<file path="src/sorted_table_binary_search_macros.svh">
// Assertion macros shared by the sorted table search block.
`ifndef SORTED_TABLE_BINARY_SEARCH_MACROS_SVH
`define SORTED_TABLE_BINARY_SEARCH_MACROS_SVH

`ifndef SYNTHESIS

`define STBS_ASSERT_IMP(label, ante, cons) \
  label: assert property (@(posedge clk) disable iff (!rst_n) (ante) |-> (cons)) \
    else $error("stbs assertion failed");

`define STBS_ASSERT_NXT(label, ante, cons) \
  label: assert property (@(posedge clk) disable iff (!rst_n) (ante) |=> (cons)) \
    else $error("stbs assertion failed");

`else

`define STBS_ASSERT_IMP(label, ante, cons)

`define STBS_ASSERT_NXT(label, ante, cons)

`endif

`endif

</file>
<file path="src/stbs_pkg.sv">
// Types, constants and helpers shared by the sorted table search modules.
package stbs_pkg;

  localparam int TABLE_DEPTH = 1024;
  localparam int IDX_W       = (TABLE_DEPTH > 1) ? $clog2(TABLE_DEPTH) : 1;
  localparam int CNT_W       = IDX_W + 1;
  localparam int WORD_W      = 32;
  localparam int POS_W       = 10;
  localparam int CMD_W       = 3;

  typedef enum logic [CMD_W-1:0] {
    CMD_CLEAR  = 3'd0,
    CMD_APPEND = 3'd1,
    CMD_ANY    = 3'd2,
    CMD_FIRST  = 3'd3,
    CMD_LAST   = 3'd4
  } cmd_t;

  typedef enum logic [1:0] {
    ST_OK    = 2'd0,
    ST_MISS  = 2'd1,
    ST_EMPTY = 2'd2,
    ST_FULL  = 2'd3
  } st_code_t;

  typedef enum logic [2:0] {
    S_IDLE,
    S_EXEC,
    S_PROBE,
    S_CMP,
    S_NBR,
    S_FIN
  } state_t;

  // Commands from the controller to the datapath.
  typedef struct packed {
    logic     capture;
    logic     clear;
    logic     append;
    logic     init_range;
    logic     rd_mid;
    logic     rd_prev;
    logic     rd_next;
    logic     go_lo;
    logic     go_hi;
    logic     load_res;
    logic     res_found;
    st_code_t res_status;
  } dp_cmd_t;

  // Status from the datapath to the controller.
  typedef struct packed {
    logic count_zero;
    logic count_full;
    logic range_empty;
    logic eq;
    logic lt;
    logic mid_first;
    logic mid_last;
    logic res_free;
  } dp_stat_t;

  // Fits a table index to the width of the position field.
  function automatic logic [POS_W-1:0] to_pos(input logic [IDX_W-1:0] idx);
    logic [IDX_W+POS_W-1:0] wide;
    wide = {{POS_W{1'b0}}, idx};
    return wide[POS_W-1:0];
  endfunction

endpackage

</file>
<file path="src/stbs_ctrl.sv">
// Controller state machine: decodes each command and sequences the search probes.
module stbs_ctrl import stbs_pkg::*; (
  input  logic             clk,
  input  logic             rst_n,
  input  logic             in_valid,
  output logic             in_ready,
  input  logic [CMD_W-1:0] in_cmd,
  output dp_cmd_t          dp_cmd,
  input  dp_stat_t         dp_stat
);

  state_t   state_r, state_nxt;
  cmd_t     cmd_r, cmd_nxt;
  st_code_t st_r, st_nxt;
  logic     found_r, found_nxt;
  logic     accept;

  assign in_ready = (state_r == S_IDLE);
  assign accept   = in_valid && in_ready;

  always_ff @(posedge clk) begin
    if (!rst_n) begin
      state_r <= S_IDLE;
    end else begin
      state_r <= state_nxt;
    end
  end

  always_ff @(posedge clk) begin
    cmd_r   <= cmd_nxt;
    st_r    <= st_nxt;
    found_r <= found_nxt;
  end

  // Next state, together with the result code that the item will report.
  always_comb begin
    state_nxt = state_r;
    cmd_nxt   = cmd_r;
    st_nxt    = st_r;
    found_nxt = found_r;
    unique case (state_r)
      S_IDLE: begin
        if (accept) begin
          cmd_nxt   = cmd_t'(in_cmd);
          state_nxt = S_EXEC;
        end
      end
      S_EXEC: begin
        found_nxt = 1'b0;
        st_nxt    = ST_OK;
        state_nxt = S_FIN;
        unique case (cmd_r)
          CMD_APPEND: begin
            if (dp_stat.count_full) begin
              st_nxt = ST_FULL;
            end
          end
          CMD_ANY, CMD_FIRST, CMD_LAST: begin
            if (dp_stat.count_zero) begin
              st_nxt = ST_EMPTY;
            end else begin
              state_nxt = S_PROBE;
            end
          end
          default: begin
          end
        endcase
      end
      S_PROBE: begin
        if (dp_stat.range_empty) begin
          st_nxt    = ST_MISS;
          state_nxt = S_FIN;
        end else begin
          state_nxt = S_CMP;
        end
      end
      S_CMP: begin
        state_nxt = S_PROBE;
        unique case (cmd_r)
          CMD_ANY: begin
            if (dp_stat.eq) begin
              found_nxt = 1'b1;
              state_nxt = S_FIN;
            end
          end
          CMD_FIRST: begin
            if (dp_stat.eq && dp_stat.mid_first) begin
              found_nxt = 1'b1;
              state_nxt = S_FIN;
            end else if (dp_stat.eq) begin
              state_nxt = S_NBR;
            end
          end
          CMD_LAST: begin
            if (dp_stat.eq && dp_stat.mid_last) begin
              found_nxt = 1'b1;
              state_nxt = S_FIN;
            end else if (dp_stat.eq) begin
              state_nxt = S_NBR;
            end
          end
          default: begin
            state_nxt = S_FIN;
          end
        endcase
      end
      S_NBR: begin
        // The neighbor differs from the target, so the probed entry is the boundary.
        if (!dp_stat.eq) begin
          found_nxt = 1'b1;
          state_nxt = S_FIN;
        end else begin
          state_nxt = S_PROBE;
        end
      end
      S_FIN: begin
        if (dp_stat.res_free) begin
          state_nxt = S_IDLE;
        end
      end
      default: begin
        state_nxt = S_IDLE;
      end
    endcase
  end

  // Datapath commands.
  always_comb begin
    dp_cmd            = '0;
    dp_cmd.res_status = st_r;
    dp_cmd.res_found  = found_r;
    unique case (state_r)
      S_IDLE: begin
        dp_cmd.capture = accept;
      end
      S_EXEC: begin
        unique case (cmd_r)
          CMD_CLEAR: begin
            dp_cmd.clear = 1'b1;
          end
          CMD_APPEND: begin
            dp_cmd.append = !dp_stat.count_full;
          end
          CMD_ANY, CMD_FIRST, CMD_LAST: begin
            dp_cmd.init_range = !dp_stat.count_zero;
          end
          default: begin
          end
        endcase
      end
      S_PROBE: begin
        dp_cmd.rd_mid = !dp_stat.range_empty;
      end
      S_CMP: begin
        unique case (cmd_r)
          CMD_ANY: begin
            dp_cmd.go_lo = !dp_stat.eq && dp_stat.lt;
            dp_cmd.go_hi = !dp_stat.eq && !dp_stat.lt;
          end
          CMD_FIRST: begin
            dp_cmd.rd_prev = dp_stat.eq && !dp_stat.mid_first;
            dp_cmd.go_lo   = !dp_stat.eq && dp_stat.lt;
            dp_cmd.go_hi   = !dp_stat.eq && !dp_stat.lt;
          end
          CMD_LAST: begin
            dp_cmd.rd_next = dp_stat.eq && !dp_stat.mid_last;
            dp_cmd.go_lo   = !dp_stat.eq && dp_stat.lt;
            dp_cmd.go_hi   = !dp_stat.eq && !dp_stat.lt;
          end
          default: begin
          end
        endcase
      end
      S_NBR: begin
        dp_cmd.go_hi = dp_stat.eq && (cmd_r == CMD_FIRST);
        dp_cmd.go_lo = dp_stat.eq && (cmd_r == CMD_LAST);
      end
      S_FIN: begin
        dp_cmd.load_res = dp_stat.res_free;
      end
      default: begin
      end
    endcase
  end

endmodule

</file>
<file path="config.mk">
export PLATFORM = sky130hd
export DESIGN_NAME = stbs_ctrl
export DESIGN_NICKNAME = d
export VERILOG_FILES = /design/src/sorted_table_binary_search_macros.svh /design/src/stbs_pkg.sv /design/src/stbs_ctrl.sv
export SDC_FILE = /design/constraint.sdc
export NUM_CORES = 1
export LEC_CHECK = 0
export BUFFER_PORTS_ARGS = -buffer_cell sky130_fd_sc_hd__buf_4
export CAP_MARGIN = 20
export CELL_PAD_IN_SITES_DETAIL_PLACEMENT = 1
export CELL_PAD_IN_SITES_GLOBAL_PLACEMENT = 1
export CORE_ASPECT_RATIO = 0.75
export CORE_MARGIN = 8
export CORE_UTILIZATION = 33
export CTS_CLUSTER_SIZE = 28
export DETAILED_ROUTE_END_ITERATION = 6
export MAX_ROUTING_LAYER = met4
export PLACE_DENSITY = 0.81
export SLEW_MARGIN = 25
export SYNTH_ARGS = -nofsm -noshare
export SYNTH_HDL_FRONTEND = slang
export SYNTH_SLANG_ARGS = --single-unit
</file>
<file path="constraint.sdc">
create_clock -name clk -period 1.7 [get_ports clk]
set_input_delay 0.085 -clock clk [delete_from_list [all_inputs] [get_ports clk]]
set_output_delay 0.085 -clock clk [all_outputs]
set_load 0.05 [all_outputs]
</file>
**Word level (Yosys, flattened, before mapping)**

Index checks and enable logic that the tools add are counted.

- Muxes and demuxes: 35
- Eq/ne operators: 17
- Reduce and logical (&&, ||, !) cells: 25

Operators with widths:

| kind | count |
|---|---|
| 3-bit two-way mux | 11 |
| 3-bit one-hot mux with 6 select lines | 1 |
| 3-bit by 2-bit == test with 1-bit output (second input constant) | 4 |
| 1-bit two-way mux | 12 |
| 2-bit one-hot mux with 2 select lines | 3 |
| 2-bit two-way mux | 5 |
| 3-bit == test (second input constant) | 3 |
| 1-bit logical AND | 9 |
| 3-bit inequality test (second input constant) | 3 |
| 3-bit one-hot mux with 3 select lines | 1 |
| 1-bit zero test | 7 |
| 3-bit by 1-bit == test with 1-bit output (second input constant) | 2 |
| 3-bit zero test | 2 |
| 2-bit inequality test (second input constant) | 3 |
| 1-bit one-hot mux with 3 select lines | 2 |
| 2-bit AND reduction | 3 |
| 6-bit AND reduction | 1 |
| 4-bit by 3-bit inequality test with 1-bit output (second input constant) | 1 |
| 3-bit nonzero test | 1 |
| 3-bit OR reduction | 1 |
| 2-bit by 1-bit inequality test with 1-bit output (second input constant) | 1 |
| 2-bit nonzero test | 1 |

- Register bits: 9
- Word-level logic and storage cells: 81
- Output and inout port bits: 14
- Input bits: 14

**Logic depth before layout (Yosys ltp)**

Gate-level depths: netlist of run 1.

- Depth in word-level cells: 4
- Gate-level depth with buffers: 5
- Depth with buffers taken out: 4

**Worst setup path before layout of run 1**

No wires, ideal clock.

- Path type: register to register
- Start: register state_r[2]
- End: register cmd_r[0] (enable)
- Stages on the path, launching flop included: 4
- Data required time: 1324 ps
- Data arrival time: 2287 ps
- Path slack: -962 ps
- Cells stage by stage: dfxtp_1 -> clkbuf_1 -> nor3_1 -> and2_1

- Word-level cells in the longest chain between the ends: 3

Ends and longest elaborated chain:

| item | RTL line | text |
|---|---|---|
| from (decl) | stbs_ctrl.sv:12 | `state_t state_r, state_nxt;` |
| from (signal assigned) | stbs_ctrl.sv:25 | `state_r <= state_nxt;` |
| 3-bit zero test * | stbs_ctrl.sv:18 | `assign in_ready = (state_r == S_IDLE);` |
| net in_ready | stbs_ctrl.sv:6 | `output logic in_ready,` |
| 1-bit logical AND | stbs_ctrl.sv:19 | `assign accept = in_valid && in_ready;` |
| 2-bit AND reduction (no source line) * | n/a |  |
| to (signal assigned) | stbs_ctrl.sv:30 | `cmd_r <= cmd_nxt;` |
| to (decl) | stbs_ctrl.sv:13 | `cmd_t cmd_r, cmd_nxt;` |

The timed path passes the listed nets; every way through them passes the cells marked *.
A chain may end at the register's enable or synchronous reset.

==> flow_summary.ini, run 1 <==
[synthesis]
ys_async_sr_fraction = 0
synth_area_um2 = 696
synth.top_cell.area_share = 0.259
ys_ff_latch = 9
ys_seq_area_frac = 0.345
ys_warn_count = 0
synth_common_cells = 6 x edfxtp_1, 6 x nor2_1, 6 x o21ai_0, 5 x nor3_1
yosysTopAreaCell = edfxtp_1
synth_area_leaders = edfxtp_1 26%, dfxtp_1 8.6%, o21ai_0 4.3%, nand2b_1 3.6%, nor3_1 3.6%
ys.flop_type = edfxtp_1
synth_nets = 94
synth_cell_type_count = 37
syn_inst = 80
synth_edf_count = 6
syn_area_per_cell_um2 = 8.70

[route]
routed_wl_mm = 2.41
viasPerCell = 5.22
drc_errors = 0
drtIter0Drc = 45
vias = 768
drtPass1Iterations = 4
antenna_left = 0
avgRoutedWirePerCell_um = 16.4

[worst_setup_path]
critPathLaunchType = flip-flop
r2r_slack_ns = 0.04
critPathSlowestCell = edfxtp_1
crit_chain = or3b_4 -> a21oi_2 -> and2b_2 -> buf_6
crit_type = reg -> out
cp_slowest_stage_delay_ns = 0.43
r2r_start = cmd_r[2]
crit_fanout = 5
worstPathRequired_ns = 1.62
end_kind = output pin
rr_worst_depth = 5
r2r-end = state_r[0]
arrival_ns = 1.68

[placement]
gp_congestion = 0.759
io_buffers = 27
dpl.hpwl_mm = 1.90

[power]
leakage_nw = 0.478
p_int_mw = 0.512
p_sw_frac = 0.399
p_sw_mw = 0.340
ir_worst_vdd_v = 0.000502
seqPwrFrac = 0.350
total_power_mw = 0.852
power_frac_comb = 0.449
pwr-share-clk = 0.201
power_density_nw_per_um2 = 732

[min_path]
hold_end = state_r[1]
hp-start = rst_n
holdPathStages = 2
hp-class = in -> reg

[sta]
fin_skew_ns = 0.00937
fmax_mhz = 568
max_slew.worst_pin.slew_ns = 0.236
relSlewSlack = 0.842
setup_viol = 3
finalHoldViolations = 0
min_period_over_period = 1.04
slew_viol_final = 0
finalWorstSetupSlack_ns = -0.0614
rsz0062_at_grt = true
min_period_ns = 1.76

[global_route]
antenna_found_initial = 0
grt_pass1_vias = 879
overflow = 0
grt_pass1_wl_mm = 4.21
grt_max_degree = 12
grt_usage = 0.133

[cts]
clock_path_buffers = 2
clk_latency_ns = 0.27
cts_buffers = 3
cts_tree = yes
cts_max_level = 1
clockRootBuffer = clkbuf_4
clk_pin_slew_ns = 0.07
cts_sinks = 9

[die]
start_util = 0.348
io_pins = 28
num_rows = 14
die_h_um = 55.8
chipWidth_um = 69.0
core_um2 = 2000
die_area_um2 = 3850

[final_layout]
syn2layout_area_growth_pct = 67.3
drive_gt1_frac = 0.537
final_util = 0.583
antenna_cells = 0
nets = 138

[status]
violations = negative setup slack
outcome = complete, but fails checks

[job]
cap_viol_max_count = 0
state kept, by name, indices dropped and copies added, names as in the netlist:
register and cells:
cmd_r 3, found_r 1, st_r 2, state_r 3
power groups by stage:
stage,sequential [mW],clock [mW],combinational [mW]
after floorplan,0.320,0,0.218
after global placement,0.302,0,0.344
after detailed placement,0.304,0,0.350
after CTS,0.297,0.174,0.373
after global routing,0.302,0.186,0.411
final,0.298,0.171,0.382
worst max path at each step:
stage / from / to / slack [ns]
5_1_grt: cmd_r[2] / dp_cmd[5] / -0.16
4_1_cts: cmd_r[2] / dp_cmd[5] / -0.06
2_1_floorplan: state_r[2] / cmd_r[0] / -0.49
3_3_place_gp: cmd_r[0] / dp_cmd[5] / 0.10
3_5_place_dp: cmd_r[1] / dp_cmd[5] / 0.06
6_report: cmd_r[2] / dp_cmd[9] / -0.06
stage by stage:
step / hold WS (ns) / setup WS (ns) / setup TNS, ns / instances / cell area [µm²]
CTS: 0.00168 / -0.0619 / -0.108 / 143 / 1110
detailed placement: 0.265 / 0.0578 / 0 / 134 / 1020
global placement: 0.264 / 0.104 / 0 / 134 / 1020
finish: 0.0788 / -0.0614 / -0.127 / 147 / 1160
global route: 0.0713 / -0.163 / -0.442 / 147 / 1160
floorplan: 0.184 / -0.495 / -1.74 / 80 / 761
cell type report:
cell class | count | area (µm²)
clock buffer | 4 | 26.3
fill | 240 | 833
inverter | 3 | 11.3
multi-input combinational | 63 | 490
sequential | 9 | 249
tap | 24 | 30.0
timing repair buffer | 44 | 357
cells in the final DEF (no fill, tap or decap), drive strengths merged, types with 4 or more instances in the layout:
master / count
a21oi: 5
buf: 41
clkbuf: 4
edfxtp: 6
nand2b: 4
nor2: 6
nor3: 5
o21ai: 6
routing by layer:
| metal | wire length (µm) | part of all wire | global-route usage | vias up |
|---|---|---|---|---|
| li1 | - | - | - | 392 |
| met1 | 1240 | 0.51 | 0.161 | 347 |
| met2 | 1050 | 0.43 | 0.203 | 22 |
| met3 | 76 | 0.031 | 0.0285 | 7 |
| met4 | 53 | 0.022 | 0.0671 | 0 |
| met5 | 0 | 0 | - | - |
critical path: cells and delay by family, from the launching register on:
family	cells	cell delay, ns
compound gates	1	0.20
buf+inv	1	0.16
flops	1	0.43
simple gates	2	0.62
kinds of logic after synthesis:
family          Yosys count  synth area share
compound gates           25             0.259
simple gates             38             0.326
flops                     9             0.345
buf+inv                   8            0.0701
what timing repair did:
action | 4_1_cts | 5_1_grt
hold buffers | 2 | 1
endpoints found under the hold margin | 2 | 1
setup buffers | 3 | 3
gates resized for setup | 8 | 8
pin swaps | 2 | 2
setup endpoints to repair | 5 | 8
(Power assumes the default switching activity.)
==> inputs of run 2 (changes only) <==
--- a/config.mk
+++ b/config.mk
@@ -5,15 +5,17 @@
 export SDC_FILE = /design/constraint.sdc
 export NUM_CORES = 1
 export LEC_CHECK = 0
+export ABC_AREA = 1
 export BUFFER_PORTS_ARGS = -buffer_cell sky130_fd_sc_hd__buf_4
 export CAP_MARGIN = 20
 export CELL_PAD_IN_SITES_DETAIL_PLACEMENT = 1
 export CELL_PAD_IN_SITES_GLOBAL_PLACEMENT = 1
 export CORE_ASPECT_RATIO = 0.75
 export CORE_MARGIN = 8
-export CORE_UTILIZATION = 33
+export CORE_UTILIZATION = 30
 export CTS_CLUSTER_SIZE = 28
 export DETAILED_ROUTE_END_ITERATION = 6
+export GPL_ROUTABILITY_DRIVEN = 0
 export MAX_ROUTING_LAYER = met4
 export PLACE_DENSITY = 0.81
 export SLEW_MARGIN = 25
==> flow_summary.ini, run 2 <==
[status]
outcome = complete, no violations

[power]
ir_worst_vdd_v = 0.000866
power_density_nw_per_um2 = 1420
leakage_nw = 0.492

[global_route]
grt_pass1_vias = 798
antenna_found_initial = 0
grt_pass1_wl_mm = 3.70
overflow = 0
grt_max_degree = 7
grt_usage = 0.126

[sta]
finalHoldViolations = 0
min_period_ns = 1.65
setup_viol = 0
slew_viol_final = 0
fin_skew_ns = 0.00192
fmax_mhz = 605
min_period_over_period = 0.972
relSlewSlack = 0.764
max_slew.worst_pin.slew_ns = 0.352

[final_layout]
final_util = 0.509
antenna_cells = 0
instances_no_fill = 158
layout_commonest_cell = buf_4
drive_gt1_frac = 0.410
nets = 149
syn2layout_area_growth_pct = 61.1
layout_common_cells = 32 x buf_4, 19 x inv_1, 18 x nand2_1, 9 x nand3_1, 8 x nor2_1
largestRegisters = cmd_r: 3 flops, state_r: 3 flops, st_r: 2 flops

[synthesis]
ys.flop_type = edfxtp_1
ys_async_sr_fraction = 0
syn_area_per_cell_um2 = 6.57
synth_common_cells = 21 x nand2_1, 19 x inv_1, 12 x nor2_1, 10 x nand3_1
synth_area_um2 = 631
ys_seq_area_frac = 0.381
synth_nets = 110
synth_most_common_cell = nand2_1
synth.top_cell.area_share = 0.286
yosysTopAreaCell = edfxtp_1
syn_inst = 96
synth_area_leaders = edfxtp_1 29%, nand2_1 13%, inv_1 11%, dfxtp_1 9.5%, nand3_1 7.9%
ys_ff_latch = 9
synth_edf_count = 6
ys_warn_count = 0
synth_cell_type_count = 20

[die]
start_util = 0.316
io_pins = 28
die_area_um2 = 3840
num_rows = 14
core_um2 = 2000
chipWidth_um = 68.9
die_h_um = 55.7

[worst_setup_path]
crit_family = simple AND/OR/NAND/NOR gates
critPathSlowestCell = edfxtp_1
worstPathRequired_ns = 1.62
critPathLaunchType = flip-flop
crit_chain = nor2_2 -> nand2_2 -> nand2_4 -> nand3_2 -> o22ai_2 -> buf_4
arrival_ns = 1.57
crit_type = reg -> out
cp_slowest_stage_delay_ns = 0.42
crit_fanout = 5
critical_path_buf_inv_count = 1
end_kind = output pin

[job]
cap_viol_max_count = 0

[cts]
clk_latency_ns = 0.26
clock_path_buffers = 2
clk_pin_slew_ns = 0.06
cts_max_level = 1
clockRootBuffer = clkbuf_4
cts_buffers = 3
cts_tree = yes
cts_sinks = 9

[route]
vias = 784
drtIter0Drc = 21
routed_wl_mm = 2.51
drc_errors = 0
antenna_left = 0
drtPass1Iterations = 4
avgRoutedWirePerCell_um = 15.9
viasPerCell = 4.96

[placement]
io_buffers = 27
dpl.hpwl_mm = 1.87
dp.cells = 147

[min_path]
hp-class = in -> reg
==> run 2: cell count changes after synthesis, sizes merged, moves of 3 or more <==
cell | before | now
nand2 | 3 | 23
inv | 3 | 21
nand3b | 3 | 0
o21ai | 6 | 2
nor2 | 6 | 13
nand2b | 4 | 0
nand3 | 1 | 10
==> run 2: stage by stage <==
step | hold slack [ns] | power [mW] | setup WS (ns) | area (µm²) | setup TNS, ns
after floorplan | 0.184 | 0.940 | -0.0626 | 652 | -0.130
after global placement | 0.264 | 1.14 | 0.270 | 885 | 0
after detailed placement | 0.265 | 1.17 | 0.188 | 885 | 0
after CTS | 0.0322 | 1.37 | 0.000412 | 961 | 0
after global routing | 0.0494 | 1.53 | -0.0320 | 1020 | -0.0558
final | 0.0325 | 1.45 | 0.0481 | 1020 | 0
==> run 2: tightest hold or removal path, cell delays in order <==
cell,delay [ns]
buf_4,0.08
o21ai_1,0.05
inv_1,0.04
==> run 2: layout make-up <==
cell class	count	area, µm²
Clock buffer	4	26.3
Multi-Input combinational cell	65	369
Tap cell	24	30.0
Fill cell	260	981
Timing Repair Buffer	35	270
Sequential cell	9	241
Inverter	21	78.8
==> run 2: final timing paths <==
kind | from | slack (ns) | to | cells past startpoint
max | cmd_r[1] | 0.05 | dp_cmd[5] | 6
min | rst_n | 0.03 | state_r[1] | 3
max reg2reg | cmd_r[1] | 0.20 | found_r | 7
min reg2reg | state_r[2] | 0.68 | found_r | 2
==> run 2: logic make-up (layout without fill, tap and decap cells) <==
| kind of cell | Yosys count | after routing | share of synthesized area |
|---|---|---|---|
| buf+inv | 22 | 60 | 0.137 |
| compound gates | 10 | 10 | 0.0913 |
| flops | 9 | 9 | 0.381 |
| simple gates | 55 | 55 | 0.391 |
==> run 2: report_power, final <==
part	total [mW]	switching, mW	internal (mW)
Sequential	0.388	0.0623	0.326
Combinational	0.887	0.615	0.273
Clock	0.171	0.0803	0.0908
Total	1.45	0.757	0.689
==> run 2: timing repair <==
action                     CTS  global route
setup endpoints to repair    3             4
hold endpoints to repair     3             0
pin swaps                    0             3
setup buffers                2             2
resized for setup            2            11
hold buffers                 3             0
==> run 2: per-layer routing <==
metal  vias to the layer above  GRT usage  wire length [µm]
met2                        18      0.210              1310
met1                       381      0.144              1060
li1                        383          -                 -
met5                         -          -                 0
met3                         2     0.0382               106
met4                         0     0.0257                24
